**config.mk**
```make
export PLATFORM = sky130hd
export DESIGN_NAME = assembly_text_cleaner
export DESIGN_NICKNAME = d
export VERILOG_FILES = /design/src/design/atc_pkg.sv /design/src/design/assembly_text_cleaner.sv /design/src/design/atc_step.sv /design/src/design/atc_rsp_buf.sv
export SDC_FILE = /design/constraint.sdc
export NUM_CORES = 1
export LEC_CHECK = 0
export BUFFER_PORTS_ARGS = -buffer_cell sky130_fd_sc_hd__clkbuf_2
export CORE_MARGIN = 2
export CORE_UTILIZATION = 50
export DETAILED_ROUTE_END_ITERATION = 8
export GPL_TIMING_DRIVEN = 0
export PLACE_DENSITY = 0.68
export REMOVE_ABC_BUFFERS = 1
export SETUP_SLACK_MARGIN = 0.4
export SYNTH_ARGS = -nofsm -noshare
export SYNTH_HDL_FRONTEND = slang
export SYNTH_HIERARCHICAL = 1
export SYNTH_SLANG_ARGS = --single-unit
```
**constraint.sdc**
```tcl
create_clock -name clock -period 4.3 [get_ports clock]
set_input_delay 0.215 -clock clock [delete_from_list [all_inputs] [get_ports clock]]
set_output_delay 0.215 -clock clock [all_outputs]
set_load 0.05 [all_outputs]
```
**src/design/atc_pkg.sv**
```systemverilog
package atc_pkg;

   localparam int LINE_NUMBER_BITS = 20;
   localparam int CHAR_BITS = 8;
   localparam int RSP_DATA_BITS = ((CHAR_BITS + LINE_NUMBER_BITS + 7) / 8) * 8;
   localparam int CSR_INDEX_BITS = 8;

   typedef logic [LINE_NUMBER_BITS-1:0] line_type;
   typedef logic [CHAR_BITS-1:0] char_type;
   typedef logic [CSR_INDEX_BITS-1:0] csr_index_type;

   localparam line_type LINE_MAX = {LINE_NUMBER_BITS{1'b1}};
   localparam line_type LINE_FIRST = line_type'(1);

   localparam char_type CH_QUOTE = 8'h22;
   localparam char_type CH_BACKSLASH = 8'h5C;
   localparam char_type CH_NEWLINE = 8'h0A;
   localparam char_type CH_SPACE = 8'h20;
   localparam char_type CH_TAB = 8'h09;
   localparam char_type CH_CR = 8'h0D;

   localparam char_type COMMENT_CHAR_RESET = 8'h23;
   localparam char_type LABEL_CHAR_RESET = 8'h3A;

   localparam csr_index_type REG_COMMENT_CHAR = csr_index_type'(0);
   localparam csr_index_type REG_LABEL_CHAR = csr_index_type'(1);

   localparam logic [1:0] SKIP_NORMAL = 2'd0;
   localparam logic [1:0] SKIP_COMMENT = 2'd1;
   localparam logic [1:0] SKIP_LABEL = 2'd2;
   localparam logic [1:0] SKIP_LABEL_COMMENT = 2'd3;

   typedef struct packed {
      logic       in_quote;
      logic [1:0] skip_mode;
      logic       line_is_empty;
      char_type   last_kept;
      logic       held_space_valid;
      char_type   held_space;
      line_type   source_line;
      line_type   start_line;
   } state_type;

   localparam state_type STATE_RESET = '{
      in_quote: 1'b0,
      skip_mode: SKIP_NORMAL,
      line_is_empty: 1'b1,
      last_kept: '0,
      held_space_valid: 1'b0,
      held_space: '0,
      source_line: LINE_FIRST,
      start_line: LINE_FIRST
   };

   typedef struct packed {
      char_type out_char;
      logic     line_end;
      line_type line_no;
      logic     last_of_run;
   } result_type;

   function automatic logic is_ws(input char_type c);
      return (c == CH_SPACE) || ((c >= CH_TAB) && (c <= CH_CR));
   endfunction

endpackage

```
**src/design/assembly_text_cleaner.sv**
```systemverilog
// channel  | valid/ready          | payload
// req      | req_tvalid/tready    | tdata: in_byte; tlast: end_of_input
// rsp      | rsp_tvalid/tready    | tdata: out_char, line_no; tuser: line_end;
//          |                      | tlast: last_of_run
// csr      | csr_valid/csr_ready  | csr_index, csr_data
//
// One item per cycle while rsp does not stall; the character step is one
// combinational pass between the input register and a two-entry result buffer.
// An item that yields two results holds the next item in the input register while
// the buffer drains.
// A req item passes the input register and then the result buffer to reach rsp.
// Synchronous reset restores the stream state and both character registers.
// rsp stalls back-pressure req while the buffer cannot take the held input item.
module assembly_text_cleaner (
   input  logic                                 clock,
   input  logic                                 reset,
   input  logic                                 req_tvalid,
   output logic                                 req_tready,
   input  logic [7:0]                           req_tdata,   // in_byte
   input  logic                                 req_tlast,   // end_of_input
   output logic                                 rsp_tvalid,
   input  logic                                 rsp_tready,
   output logic [atc_pkg::RSP_DATA_BITS-1:0]    rsp_tdata,   // out_char, line_no, zero pad
   output logic                                 rsp_tuser,   // line_end
   output logic                                 rsp_tlast,   // last_of_run
   input  logic                                 csr_valid,
   output logic                                 csr_ready,
   input  atc_pkg::csr_index_type               csr_index,
   input  atc_pkg::char_type                    csr_data
);

   logic in_valid_ff;
   logic in_valid_in;
   atc_pkg::char_type in_byte_ff;
   atc_pkg::char_type in_byte_in;
   logic in_eoi_ff;
   logic in_eoi_in;
   atc_pkg::state_type state_ff;
   atc_pkg::state_type state_in;
   atc_pkg::char_type comment_char_ff;
   atc_pkg::char_type comment_char_in;
   atc_pkg::char_type label_char_ff;
   atc_pkg::char_type label_char_in;

   atc_pkg::state_type step_nxt;
   logic [1:0] step_count;
   atc_pkg::result_type step_res0;
   atc_pkg::result_type step_res1;
   atc_pkg::result_type head;
   logic free;
   logic advance;
   logic req_fire;

   atc_step u_step (
      .cur(state_ff),
      .comment_char(comment_char_ff),
      .label_char(label_char_ff),
      .in_byte(in_byte_ff),
      .end_of_input(in_eoi_ff),
      .nxt(step_nxt),
      .res_count(step_count),
      .res0(step_res0),
      .res1(step_res1)
   );

   atc_rsp_buf u_rsp_buf (
      .clock(clock),
      .reset(reset),
      .load(advance),
      .load_count(step_count),
      .load0(step_res0),
      .load1(step_res1),
      .free(free),
      .head_valid(rsp_tvalid),
      .head(head),
      .head_ready(rsp_tready)
   );

   always_comb begin
      advance = in_valid_ff && free;
      req_tready = !in_valid_ff || advance;
      req_fire = req_tvalid && req_tready;
      csr_ready = 1'b1;

      in_valid_in = in_valid_ff;
      in_byte_in = in_byte_ff;
      in_eoi_in = in_eoi_ff;
      if (req_fire) begin
         in_valid_in = 1'b1;
         in_byte_in = req_tdata;
         in_eoi_in = req_tlast;
      end else if (advance) begin
         in_valid_in = 1'b0;
      end

      state_in = advance ? step_nxt : state_ff;

      comment_char_in = comment_char_ff;
      label_char_in = label_char_ff;
      if (csr_valid) begin
         unique case (csr_index)
            atc_pkg::REG_COMMENT_CHAR: comment_char_in = csr_data;
            atc_pkg::REG_LABEL_CHAR:   label_char_in = csr_data;
            default: begin
            end
         endcase
      end
   end

   always_ff @(posedge clock) begin
      if (reset) begin
         in_valid_ff <= 1'b0;
         state_ff <= atc_pkg::STATE_RESET;
         comment_char_ff <= atc_pkg::COMMENT_CHAR_RESET;
         label_char_ff <= atc_pkg::LABEL_CHAR_RESET;
      end else begin
         in_valid_ff <= in_valid_in;
         state_ff <= state_in;
         comment_char_ff <= comment_char_in;
         label_char_ff <= label_char_in;
      end
      in_byte_ff <= in_byte_in;
      in_eoi_ff <= in_eoi_in;
   end

   assign rsp_tdata = atc_pkg::RSP_DATA_BITS'({head.line_no, head.out_char});
   assign rsp_tuser = head.line_end;
   assign rsp_tlast = head.last_of_run;

`ifndef SYNTHESIS
   a_stall_holds: assert property (@(posedge clock) disable iff (reset)
      (in_valid_ff && !free) |=> (in_valid_ff && $stable(in_byte_ff) && $stable(in_eoi_ff)))
      else $error("stalled item lost from input register");

   a_accept_loads: assert property (@(posedge clock) disable iff (reset)
      req_fire |=> in_valid_ff)
      else $error("accepted item not held");

   a_line_order: assert property (@(posedge clock) disable iff (reset)
      state_ff.start_line <= state_ff.source_line)
      else $error("cleaned line starts after current source line");

   a_line_end_char: assert property (@(posedge clock) disable iff (reset)
      (rsp_tvalid && rsp_tuser) |-> (head.out_char == '0 && head.last_of_run))
      else $error("line end carries a character or is not final");
`endif

endmodule

```
**src/design/atc_step.sv**
```systemverilog
module atc_step (
   input  atc_pkg::state_type  cur,
   input  atc_pkg::char_type   comment_char,
   input  atc_pkg::char_type   label_char,
   input  atc_pkg::char_type   in_byte,
   input  logic                end_of_input,
   output atc_pkg::state_type  nxt,
   output logic [1:0]          res_count,
   output atc_pkg::result_type res0,
   output atc_pkg::result_type res1
);

   logic do_held;
   logic do_char;
   logic do_end;
   logic do_normal;
   logic do_emit;
   logic is_label;
   logic nl;
   logic c_ws;
   logic quote_open;
   atc_pkg::line_type bumped;

   always_comb begin
      nl = (in_byte == atc_pkg::CH_NEWLINE);
      c_ws = atc_pkg::is_ws(in_byte);
      quote_open = (in_byte == atc_pkg::CH_QUOTE) && (cur.last_kept != atc_pkg::CH_BACKSLASH);
      bumped = (cur.source_line == atc_pkg::LINE_MAX) ? cur.source_line :
               atc_pkg::line_type'(cur.source_line + 1'b1);
      nxt = cur;
      do_held = 1'b0;
      do_char = 1'b0;
      do_end = 1'b0;
      do_normal = 1'b0;
      do_emit = 1'b0;
      is_label = 1'b0;

      if (end_of_input) begin
         do_end = (cur.skip_mode != atc_pkg::SKIP_COMMENT) && !cur.line_is_empty;
         nxt = atc_pkg::STATE_RESET;
      end else begin
         unique case (cur.skip_mode)
            atc_pkg::SKIP_COMMENT: begin
               if (nl) begin
                  nxt.source_line = bumped;
                  nxt.skip_mode = atc_pkg::SKIP_NORMAL;
                  if (cur.line_is_empty) begin
                     nxt.start_line = bumped;
                  end
               end
            end
            atc_pkg::SKIP_LABEL_COMMENT: begin
               if (nl) begin
                  nxt.source_line = bumped;
                  nxt.skip_mode = atc_pkg::SKIP_LABEL;
               end
            end
            atc_pkg::SKIP_LABEL: begin
               if (c_ws) begin
                  if (nl) begin
                     nxt.source_line = bumped;
                  end
               end else if (in_byte == comment_char) begin
                  nxt.skip_mode = atc_pkg::SKIP_LABEL_COMMENT;
               end else begin
                  nxt.skip_mode = atc_pkg::SKIP_NORMAL;
                  do_normal = 1'b1;
               end
            end
            default: begin
               do_normal = 1'b1;
            end
         endcase

         if (do_normal) begin
            if (nl) begin
               nxt.source_line = bumped;
               do_end = !cur.line_is_empty;
               nxt.line_is_empty = 1'b1;
               nxt.last_kept = '0;
               nxt.held_space_valid = 1'b0;
               nxt.held_space = '0;
               nxt.start_line = bumped;
            end else if (cur.in_quote) begin
               if (quote_open) begin
                  nxt.in_quote = 1'b0;
               end
               do_emit = 1'b1;
            end else if (quote_open) begin
               nxt.in_quote = 1'b1;
               do_emit = 1'b1;
            end else if (c_ws) begin
               if (!cur.line_is_empty && !atc_pkg::is_ws(cur.last_kept)) begin
                  nxt.held_space = in_byte;
                  nxt.held_space_valid = 1'b1;
                  nxt.last_kept = in_byte;
               end
            end else if (in_byte == comment_char) begin
               do_end = !cur.line_is_empty;
               nxt.line_is_empty = 1'b1;
               nxt.last_kept = '0;
               nxt.held_space_valid = 1'b0;
               nxt.held_space = '0;
               nxt.skip_mode = atc_pkg::SKIP_COMMENT;
            end else if (in_byte == label_char) begin
               do_emit = 1'b1;
               is_label = 1'b1;
            end else begin
               do_emit = 1'b1;
            end
         end

         if (do_emit) begin
            do_held = cur.held_space_valid;
            do_char = 1'b1;
            nxt.held_space_valid = 1'b0;
            nxt.last_kept = in_byte;
            nxt.line_is_empty = 1'b0;
         end
         if (is_label) begin
            nxt.held_space = atc_pkg::CH_SPACE;
            nxt.held_space_valid = 1'b1;
            nxt.last_kept = atc_pkg::CH_SPACE;
            nxt.skip_mode = atc_pkg::SKIP_LABEL;
         end
      end

      res_count = {1'b0, do_held} + {1'b0, do_char} + {1'b0, do_end};

      res0.out_char = do_held ? cur.held_space : (do_char ? in_byte : '0);
      res0.line_end = do_end;
      res0.line_no = cur.start_line;
      res0.last_of_run = !(do_held && do_char);

      res1.out_char = in_byte;
      res1.line_end = 1'b0;
      res1.line_no = cur.start_line;
      res1.last_of_run = 1'b1;
   end

endmodule

```
**src/design/atc_rsp_buf.sv**
```systemverilog
module atc_rsp_buf (
   input  logic                clock,
   input  logic                reset,
   input  logic                load,
   input  logic [1:0]          load_count,
   input  atc_pkg::result_type load0,
   input  atc_pkg::result_type load1,
   output logic                free,
   output logic                head_valid,
   output atc_pkg::result_type head,
   input  logic                head_ready
);

   logic [1:0] cnt_ff;
   logic [1:0] cnt_in;
   atc_pkg::result_type slot0_ff;
   atc_pkg::result_type slot0_in;
   atc_pkg::result_type slot1_ff;
   atc_pkg::result_type slot1_in;
   logic pop;

   always_comb begin
      pop = (cnt_ff != 2'd0) && head_ready;
      free = (cnt_ff == 2'd0) || ((cnt_ff == 2'd1) && head_ready);
      cnt_in = cnt_ff;
      slot0_in = slot0_ff;
      slot1_in = slot1_ff;
      if (load) begin
         cnt_in = load_count;
         slot0_in = load0;
         slot1_in = load1;
      end else if (pop) begin
         cnt_in = cnt_ff - 2'd1;
         slot0_in = slot1_ff;
      end
   end

   always_ff @(posedge clock) begin
      if (reset) begin
         cnt_ff <= 2'd0;
      end else begin
         cnt_ff <= cnt_in;
      end
      slot0_ff <= slot0_in;
      slot1_ff <= slot1_in;
   end

   assign head_valid = (cnt_ff != 2'd0);
   assign head = slot0_ff;

endmodule
```
==> results of run 1 <==
-- path summary, 6_finish.rpt --
path                                       endpoint  cells past startpoint  slack [ps]
worst min-delay path             comment_char_ff[3]                      3          50
worst max register to register  u_rsp_buf/cnt_ff[0]                     11         670
worst max-delay path            u_rsp_buf/cnt_ff[0]                     11         670
worst min register to register         state_ff[44]                      2         470
-- cell type report --
| cell class | instances | share of cell area [%] |
|---|---|---|
| clock buffer | 18 | 4.759 |
| clock inverter | 14 | 2.733 |
| inverter | 16 | 0.6938 |
| multi-input combinational | 627 | 42.20 |
| sequential | 149 | 40.74 |
| tap | 216 | 2.997 |
| timing repair buffer | 76 | 5.883 |
-- layer usage --
metal	share of wire (%)	vias to the layer above
li1	-	3061
met1	49	2929
met2	45	149
met3	4.5	18
met4	0.97	0
met5	0	-
-- worst min-delay path: stages --
cell and delay (ps):
clkbuf_2 90, nand4_1 60, a21oi_1 60
-- sequential cells by signal (all words and copies together) (netlist names) --
name / flops
state_ff: 61
u_rsp_buf/head: 30
u_rsp_buf/slot1_ff: 30
comment_char_ff: 8
in_byte_ff: 8
label_char_ff: 8
u_rsp_buf/cnt_ff: 2
in_eoi_ff: 1
in_valid_ff: 1
-- cell families after synthesis --
family / after synthesis / share of synthesized area [%]
multiplexers: 54 / 7.023
adder cells (fa/ha/maj): 4 / 0.6994
XOR/XNOR: 48 / 5.108
AND/OR/NAND/NOR: 346 / 20.39
AO/OA/AOI/OAI: 168 / 12.59
other: 4 / 0.1824
buffers and inverters: 127 / 9.380
flip-flops: 149 / 44.63
-- synthesized netlist by cell type (2+ instances only) --
cell type,n,area (um^2)
a21o_1,2,15.01
a21oi_1,100,500.5
a311oi_2,9,135.1
a31oi_1,3,18.77
and2_1,4,25.02
and3_1,8,50.05
buf_1,2,7.510
buf_2,7,35.03
buf_4,56,420.4
buf_6,8,90.09
clkbuf_1,37,138.9
conb_1,4,15.01
dfxtp_1,80,1602
edfxtp_1,69,2072
ha_1,3,37.54
inv_1,14,52.55
inv_2,2,7.510
mux2_2,30,337.8
mux2i_1,24,240.2
nand2_1,159,596.8
nand2b_1,15,93.84
nand3_1,23,115.1
nand3b_1,4,30.03
nand4_1,12,75.07
nand4b_1,3,26.28
nor2_1,56,210.2
nor2b_1,10,62.56
nor3_1,15,75.07
nor3b_1,2,15.01
nor4_1,7,43.79
nor4b_1,4,35.03
o211ai_1,2,15.01
o21a_1,3,22.52
o21ai_0,26,130.1
o31ai_1,5,37.54
o32ai_1,5,43.79
or2_2,6,37.54
or3_1,3,18.77
or4_1,2,15.01
xnor2_1,22,192.7
xor2_1,26,227.7
-- through the flow --
stage / hold WS [ps] / utilization, % / setup TNS [ps] / total power [W] / area (um^2)
2_1_floorplan: 284.1 / - / 0 / 0.002169 / 7530
3_3_place_gp: 391.9 / 50.66 / -147300 / 0.002339 / 8105
3_5_place_dp: 394.1 / 51.47 / 0 / 0.002368 / 8235
4_1_cts: 32.24 / 56.32 / 0 / 0.004070 / 9011
5_1_grt: 51.91 / 56.36 / 0 / 0.004176 / 9017
6_report: 49.49 / 56.36 / 0 / 0.004036 / 9017
-- layout by cell type, fill, tap and decap left out, types with 4 or more instances in the layout --
| cell | synthesis | routed |
|---|---|---|
| nand2_1 | 159 | 158 |
| a21oi_1 | 100 | 100 |
| dfxtp_1 | 80 | 80 |
| edfxtp_1 | 69 | 69 |
| clkbuf_2 | 0 | 60 |
| nor2_1 | 56 | 56 |
| mux2_2 | 30 | 30 |
| xor2_1 | 26 | 26 |
| o21ai_0 | 26 | 26 |
| mux2i_1 | 24 | 24 |
| nand3_1 | 23 | 22 |
| xnor2_1 | 22 | 22 |
| clkbuf_16 | 0 | 17 |
| nand2b_1 | 15 | 15 |
| nor3_1 | 15 | 15 |
| inv_1 | 14 | 14 |
| nand4_1 | 12 | 12 |
| dlygate4sd3_1 | 0 | 10 |
| nor2b_1 | 10 | 10 |
| a311oi_2 | 9 | 9 |
| conb_1 | 4 | 7 |
| nor4_1 | 7 | 7 |
| and3_1 | 8 | 7 |
| bufinv_16 | 0 | 6 |
| or2_2 | 6 | 6 |
| o31ai_1 | 5 | 5 |
| o32ai_1 | 5 | 5 |
| and2_1 | 4 | 4 |
| nand3b_1 | 4 | 4 |
| clkinv_4 | 0 | 4 |
| nor4b_1 | 4 | 4 |
-- power groups by stage --
stage                     Sequential (W)  Combinational [W]  Clock [W]
after floorplan                  0.00190           0.000270          0
after global placement           0.00172           0.000621          0
after detailed placement         0.00171           0.000658          0
after CTS                        0.00168           0.000669    0.00172
after global routing             0.00169           0.000709    0.00178
final                            0.00168           0.000663    0.00169
-- repair_timing --
action / 4_1_cts / 5_1_grt
resized for setup: 0 / 2
endpoints found under the setup margin: 0 / 14
hold endpoints to repair: 10 / 0
hold buffers: 10 / 0
==> flow_metrics.py, run 1 <==
metrics = {
    "final_layout": {
        "seqCellArea_mm2": 0.003674,
        "layoutNonFillerInstCount": 1116,
        "multi_input_area_mm2": 0.003805,
        "n_antenna_cell": 0,
        "fin_nets": 921,
        "area_growth_pct": 9.562,
        "drive_gt1_share_pct": 17.89,
        "filler_cell_count": 1456,
    },
    "routing": {
        "avgRoutedWirePerCell_um": 15.29,
        "dr.pass1.iters": 5,
        "avgViaCountPerCell": 5.517,
        "vias": 6157,
        "ant_nets": 0,
        "routed_wl_mm": 17.06,
        "remaining_drc_errors": 0,
        "drt_iter0_drc": 577,
    },
    "setup_path": {
        "cp_max_fo": 12,
        "crit_buf_inv": 2,
        "critPathLaunchType": "flop",
        "end_kind": "flop",
        "crit_arrival_ps": 3970,
        "required_ps": 4640,
        "crit_start": "in_byte_ff[1]",
        "slowest_stage": "edfxtp_1",
        "cp_top_family": "simple AND/OR/NAND/NOR gates",
        "crit_chain": "nor4b_1, o311a_1, or2_2, a22o_2, nand2_2, nor2_1, inv_2, fa_1, inv_1, nor2_1, a211oi_1",
        "crit_top_cell": "nor2_1",
        "slowest_delay_ps": 660,
        "path_class": "reg -> reg",
        "r2r_start": "in_byte_ff[1]",
    },
    "sta": {
        "finalHoldViolations": 0,
        "slew_viol_final": 0,
        "setup-violations-final": 0,
        "min_period_over_period_pct": 84.40,
        "worst_slack_ps": 670.6,
        "clock_skew_ps": 10.67,
        "worst_pin_slew_ps": 1176,
        "max-slew-margin-rel_pct": 21.59,
        "timing.fmax_mhz": 275.5,
        "min_period_ps": 3629,
        "rsz0062_at_grt": "true",
    },
    "placement": {
        "finalWeightedCongestion": 0.8290,
        "hpwl_mm": 10.41,
        "dp.cells": 1074,
        "port_buffers": 61,
        "dpl_worst_slack_ps": 597.5,
    },
    "clock_tree": {
        "clock-sinks": 149,
        "cts_tree": "yes",
        "root_buffer": "clkbuf_16",
        "cts_buffers": 17,
        "h-tree-depth": 4,
        "clock_path_buffers": 2,
        "clkTransAtPathRegs_ps": 60,
        "insertion_delay_ps": 430,
        "postCtsSetupRepairBufs": 0,
    },
    "synth": {
        "synth_edf_count": 69,
        "yosysWarnings": 6,
        "ys_seq_area_share_pct": 44.63,
        "yosysUniqueCellTypes": 69,
        "ys_async_sr_fraction_pct": 0,
        "synth_cells": 900,
        "syn_avg_cell_area_um2": 9.145,
        "synth_seq_cells": 149,
        "ys.flop_type": "dfxtp_1",
        "syn_area_mm2": 0.008230,
    },
    "floorplanning": {
        "core-area_mm2": 0.01600,
        "fp-row-count": 46,
        "die_w_um": 132.3,
        "die_y_um": 132.3,
        "fp.dieArea_mm2": 0.01750,
        "initial_core_util_pct": 51.44,
        "ioPinCount": 67,
    },
    "pwr": {
        "leakage_nw": 3.086,
        "p_clk_share_pct": 41.9,
        "p_int_w": 0.002899,
        "p_switching_w": 0.001137,
        "p_sw_share_pct": 28.17,
        "combPwrFrac_pct": 16.4,
        "seqPwrFrac_pct": 41.6,
        "power_density_mw_per_mm2": 447.6,
        "ir_drop_mv": 0.2833,
    },
    "global_routing": {
        "grt.total_usage_pct": 19.74,
        "grt_max_degree": 64,
        "gr-total-overflow": 0,
        "grt_use_met1_pct": 28.44,
        "grt_pass1_wl_mm": 28.06,
        "top_usage_layer": "met2",
        "grt_util_met3_pct": 4.152,
        "grt_pass1_vias": 5559,
        "antenna_found_initial": 0,
        "grt_use_met2_pct": 29.72,
    },
    "hold_path": {
        "hp-start": "csr_data[3]",
        "hp-class": "in -> reg",
    },
    "status": {
        "status": "completed",
    },
    "run": {
        "cap_violations": 0,
    },
}
Power figures use the tool's default switching activity.
==> run 2, diff against run 1 <==
- PLACE_DENSITY: 0.68 -> 0.71
- clock period: 4.3 -> 3.2 ns (I/O delays scaled with it)
==> run 2 against run 1 <==
Sequential cell count did not move. Critical endpoint unchanged. Critical path depth rose by 1. Largest power group is now registers. First-iteration DRC count rose by 8.7%. Largest cell class unchanged. Cell area rose by 5.9%.
==> flow_metrics.py, run 2 (synthesis gave the netlist of run 1 again) <==
metrics = {
    "routing": {
        "dr.pass1.iters": 5,
        "avgViaCountPerCell": 5.616,
        "avgRoutedWirePerCell_um": 15.86,
        "remaining_drc_errors": 0,
        "routed_wl_mm": 18.44,
        "drt_iter0_drc": 627,
        "vias": 6531,
        "ant_nets": 0,
    },
    "setup_path": {
        "rr_worst_depth": 12,
        "r2r_start": "in_byte_ff[7]",
        "slowest_stage": "fa_1",
        "crit_arrival_ps": 3240,
        "slowest_delay_ps": 400,
        "r2r_slack_ps": 300,
        "end_kind": "flop",
        "r2r-end": "u_rsp_buf/cnt_ff[0]",
        "critPathLaunchType": "flop",
        "crit_buf_inv": 3,
        "path_class": "reg -> reg",
        "crit_chain": "buf_4, or3_4, or3b_4, o32a_4, a22o_4, nand2_4, nor2_4, inv_4, fa_1, inv_1, nor2_1, a211oi_1",
        "cp_top_family": "simple AND/OR/NAND/NOR gates",
        "required_ps": 3540,
        "cp_max_fo": 6,
    },
    "floorplanning": {
        "fp-row-count": 46,
        "die_y_um": 132.3,
        "initial_core_util_pct": 51.44,
        "fp.dieArea_mm2": 0.01750,
        "die_w_um": 132.3,
        "core-area_mm2": 0.01600,
        "ioPinCount": 67,
    },
    "pwr": {
        "p_sw_share_pct": 28.91,
        "p_int_w": 0.003778,
        "leakage_nw": 3.321,
        "combPwrFrac_pct": 18.6,
        "finalPower_w": 0.005314,
        "p_clk_share_pct": 39.1,
        "ir_drop_mv": 0.3913,
        "p_switching_w": 0.001536,
        "seqPwrFrac_pct": 42.3,
        "power_density_mw_per_mm2": 556.3,
    },
    "global_routing": {
        "antenna_found_initial": 0,
        "grt_pass1_wl_mm": 29.12,
        "gr-total-overflow": 0,
        "grt.total_usage_pct": 20.27,
        "grt_pass1_vias": 5782,
        "grt_max_degree": 83,
    },
    "sta": {
        "worst_slack_ps": 298.5,
        "finalHoldViolations": 0,
        "clock_skew_ps": 6.251,
        "rsz0062_at_grt": "true",
        "worst_pin_slew_ps": 1112,
        "min_period_ps": 2901,
        "slew_viol_final": 0,
        "min_period_over_period_pct": 90.67,
        "timing.fmax_mhz": 344.7,
        "setup-violations-final": 0,
        "max-slew-margin-rel_pct": 25.86,
    },
    "placement": {
        "hpwl_mm": 10.38,
        "dpl_worst_slack_ps": -620.9,
        "finalWeightedCongestion": 0.8646,
        "port_buffers": 61,
    },
    "clock_tree": {
        "clock-sinks": 149,
        "cts_buffers": 17,
        "insertion_delay_ps": 420,
        "clock_path_buffers": 2,
        "h-tree-depth": 4,
        "root_buffer": "clkbuf_16",
        "clkTransAtPathRegs_ps": 60,
        "cts_tree": "yes",
    },
    "hold_path": {
        "hp-start": "csr_data[1]",
        "hp-class": "in -> reg",
        "whs_path_depth": 3,
        "holdPathEnd": "label_char_ff[1]",
    },
    "final_layout": {
        "seqCellArea_mm2": 0.003674,
        "n_antenna_cell": 0,
        "filler_cell_count": 1346,
        "area_growth_pct": 16.07,
        "largest_register_ffs": 61,
        "final_common_cell": "nand2_1",
        "drive_gt1_share_pct": 24.08,
        "final_cell_mix": "nand2_1 (156), a21oi_1 (95), dfxtp_1 (80)",
        "fin_nets": 968,
        "multi_input_area_mm2": 0.004021,
        "regMostFlops": "state_ff",
        "final_util_pct": 59.70,
    },
    "run": {
        "cap_violations": 0,
    },
    "status": {
        "status": "completed",
    },
}
[run 2: per-stage QoR]
stage / instances / hold slack (ps) / area (um^2) / TNS, ps
6_report: 1163 / 11.87 / 9553 / 0
5_1_grt: 1163 / 53.76 / 9553 / 0
4_1_cts: 1148 / 0.8046 / 9320 / 0
3_5_place_dp: 1074 / 338.6 / 8218 / -13470
3_3_place_gp: 1069 / 336.8 / 8105 / -306850
2_1_floorplan: 792 / 229.1 / 7530 / -89270
[run 2: repair_timing]
action / in CTS / in global routing
pin swaps: 9 / 13
cloned: 0 / 3
hold endpoints to repair: 17 / 0
buffers inserted: 27 / 12
resized for setup: 26 / 27
setup endpoints to repair: 71 / 90
hold buffers: 15 / 0
[run 2: worst max path at each step]
stage / to / slack, ps / startpoint / cells past startpoint
2_1_floorplan: u_rsp_buf/head[0] / -1040 / u_rsp_buf/cnt_ff[0] / 7
5_1_grt: u_rsp_buf/cnt_ff[0] / 190 / in_byte_ff[2] / 12
3_3_place_gp: u_rsp_buf/head[19] / -2560 / u_rsp_buf/cnt_ff[0] / 7
6_report: u_rsp_buf/cnt_ff[0] / 300 / in_byte_ff[7] / 12
3_5_place_dp: u_rsp_buf/cnt_ff[0] / -620 / in_byte_ff[1] / 10
4_1_cts: u_rsp_buf/cnt_ff[0] / 310 / in_byte_ff[6] / 12
[run 2: layout make-up]
class / instances / share of cell area (%)
inverters: 16 / 0.7073
well taps: 216 / 2.829
repair buffers: 121 / 9.509
clock inverters: 13 / 1.873
multi-input cells: 629 / 42.10
flip-flops and latches: 149 / 38.45
clock buffers: 19 / 4.532
[run 2: power by group through the flow]
stage | Combinational, W | Clock [W] | Sequential, W
after CTS | 0.000946 | 0.00211 | 0.00225
after global routing | 0.00105 | 0.00219 | 0.00226
after global placement | 0.000832 | 0 | 0.00231
after detailed placement | 0.000870 | 0 | 0.00230
after floorplan | 0.000362 | 0 | 0.00255
final | 0.000987 | 0.00208 | 0.00225
[run 2: metal layers]
layer	GRT usage, %	vias up	wire [um]
met5	0	-	0
met4	7.407	0	353
met2	31.45	270	8595
met3	4.075	37	1362
met1	28.22	3060	8129
li1	-	3164	-
[run 2: worst reg2reg max path: cells and delay by family (launching register included)]
| kind | cells | cell delay, ps |
|---|---|---|
| buffers and inverters | 3 | 380 |
| adders and majority gates | 1 | 400 |
| and+or+nand+nor | 5 | 930 |
| DFF | 1 | 390 |
| AOI/OAI and AO/OA | 3 | 700 |
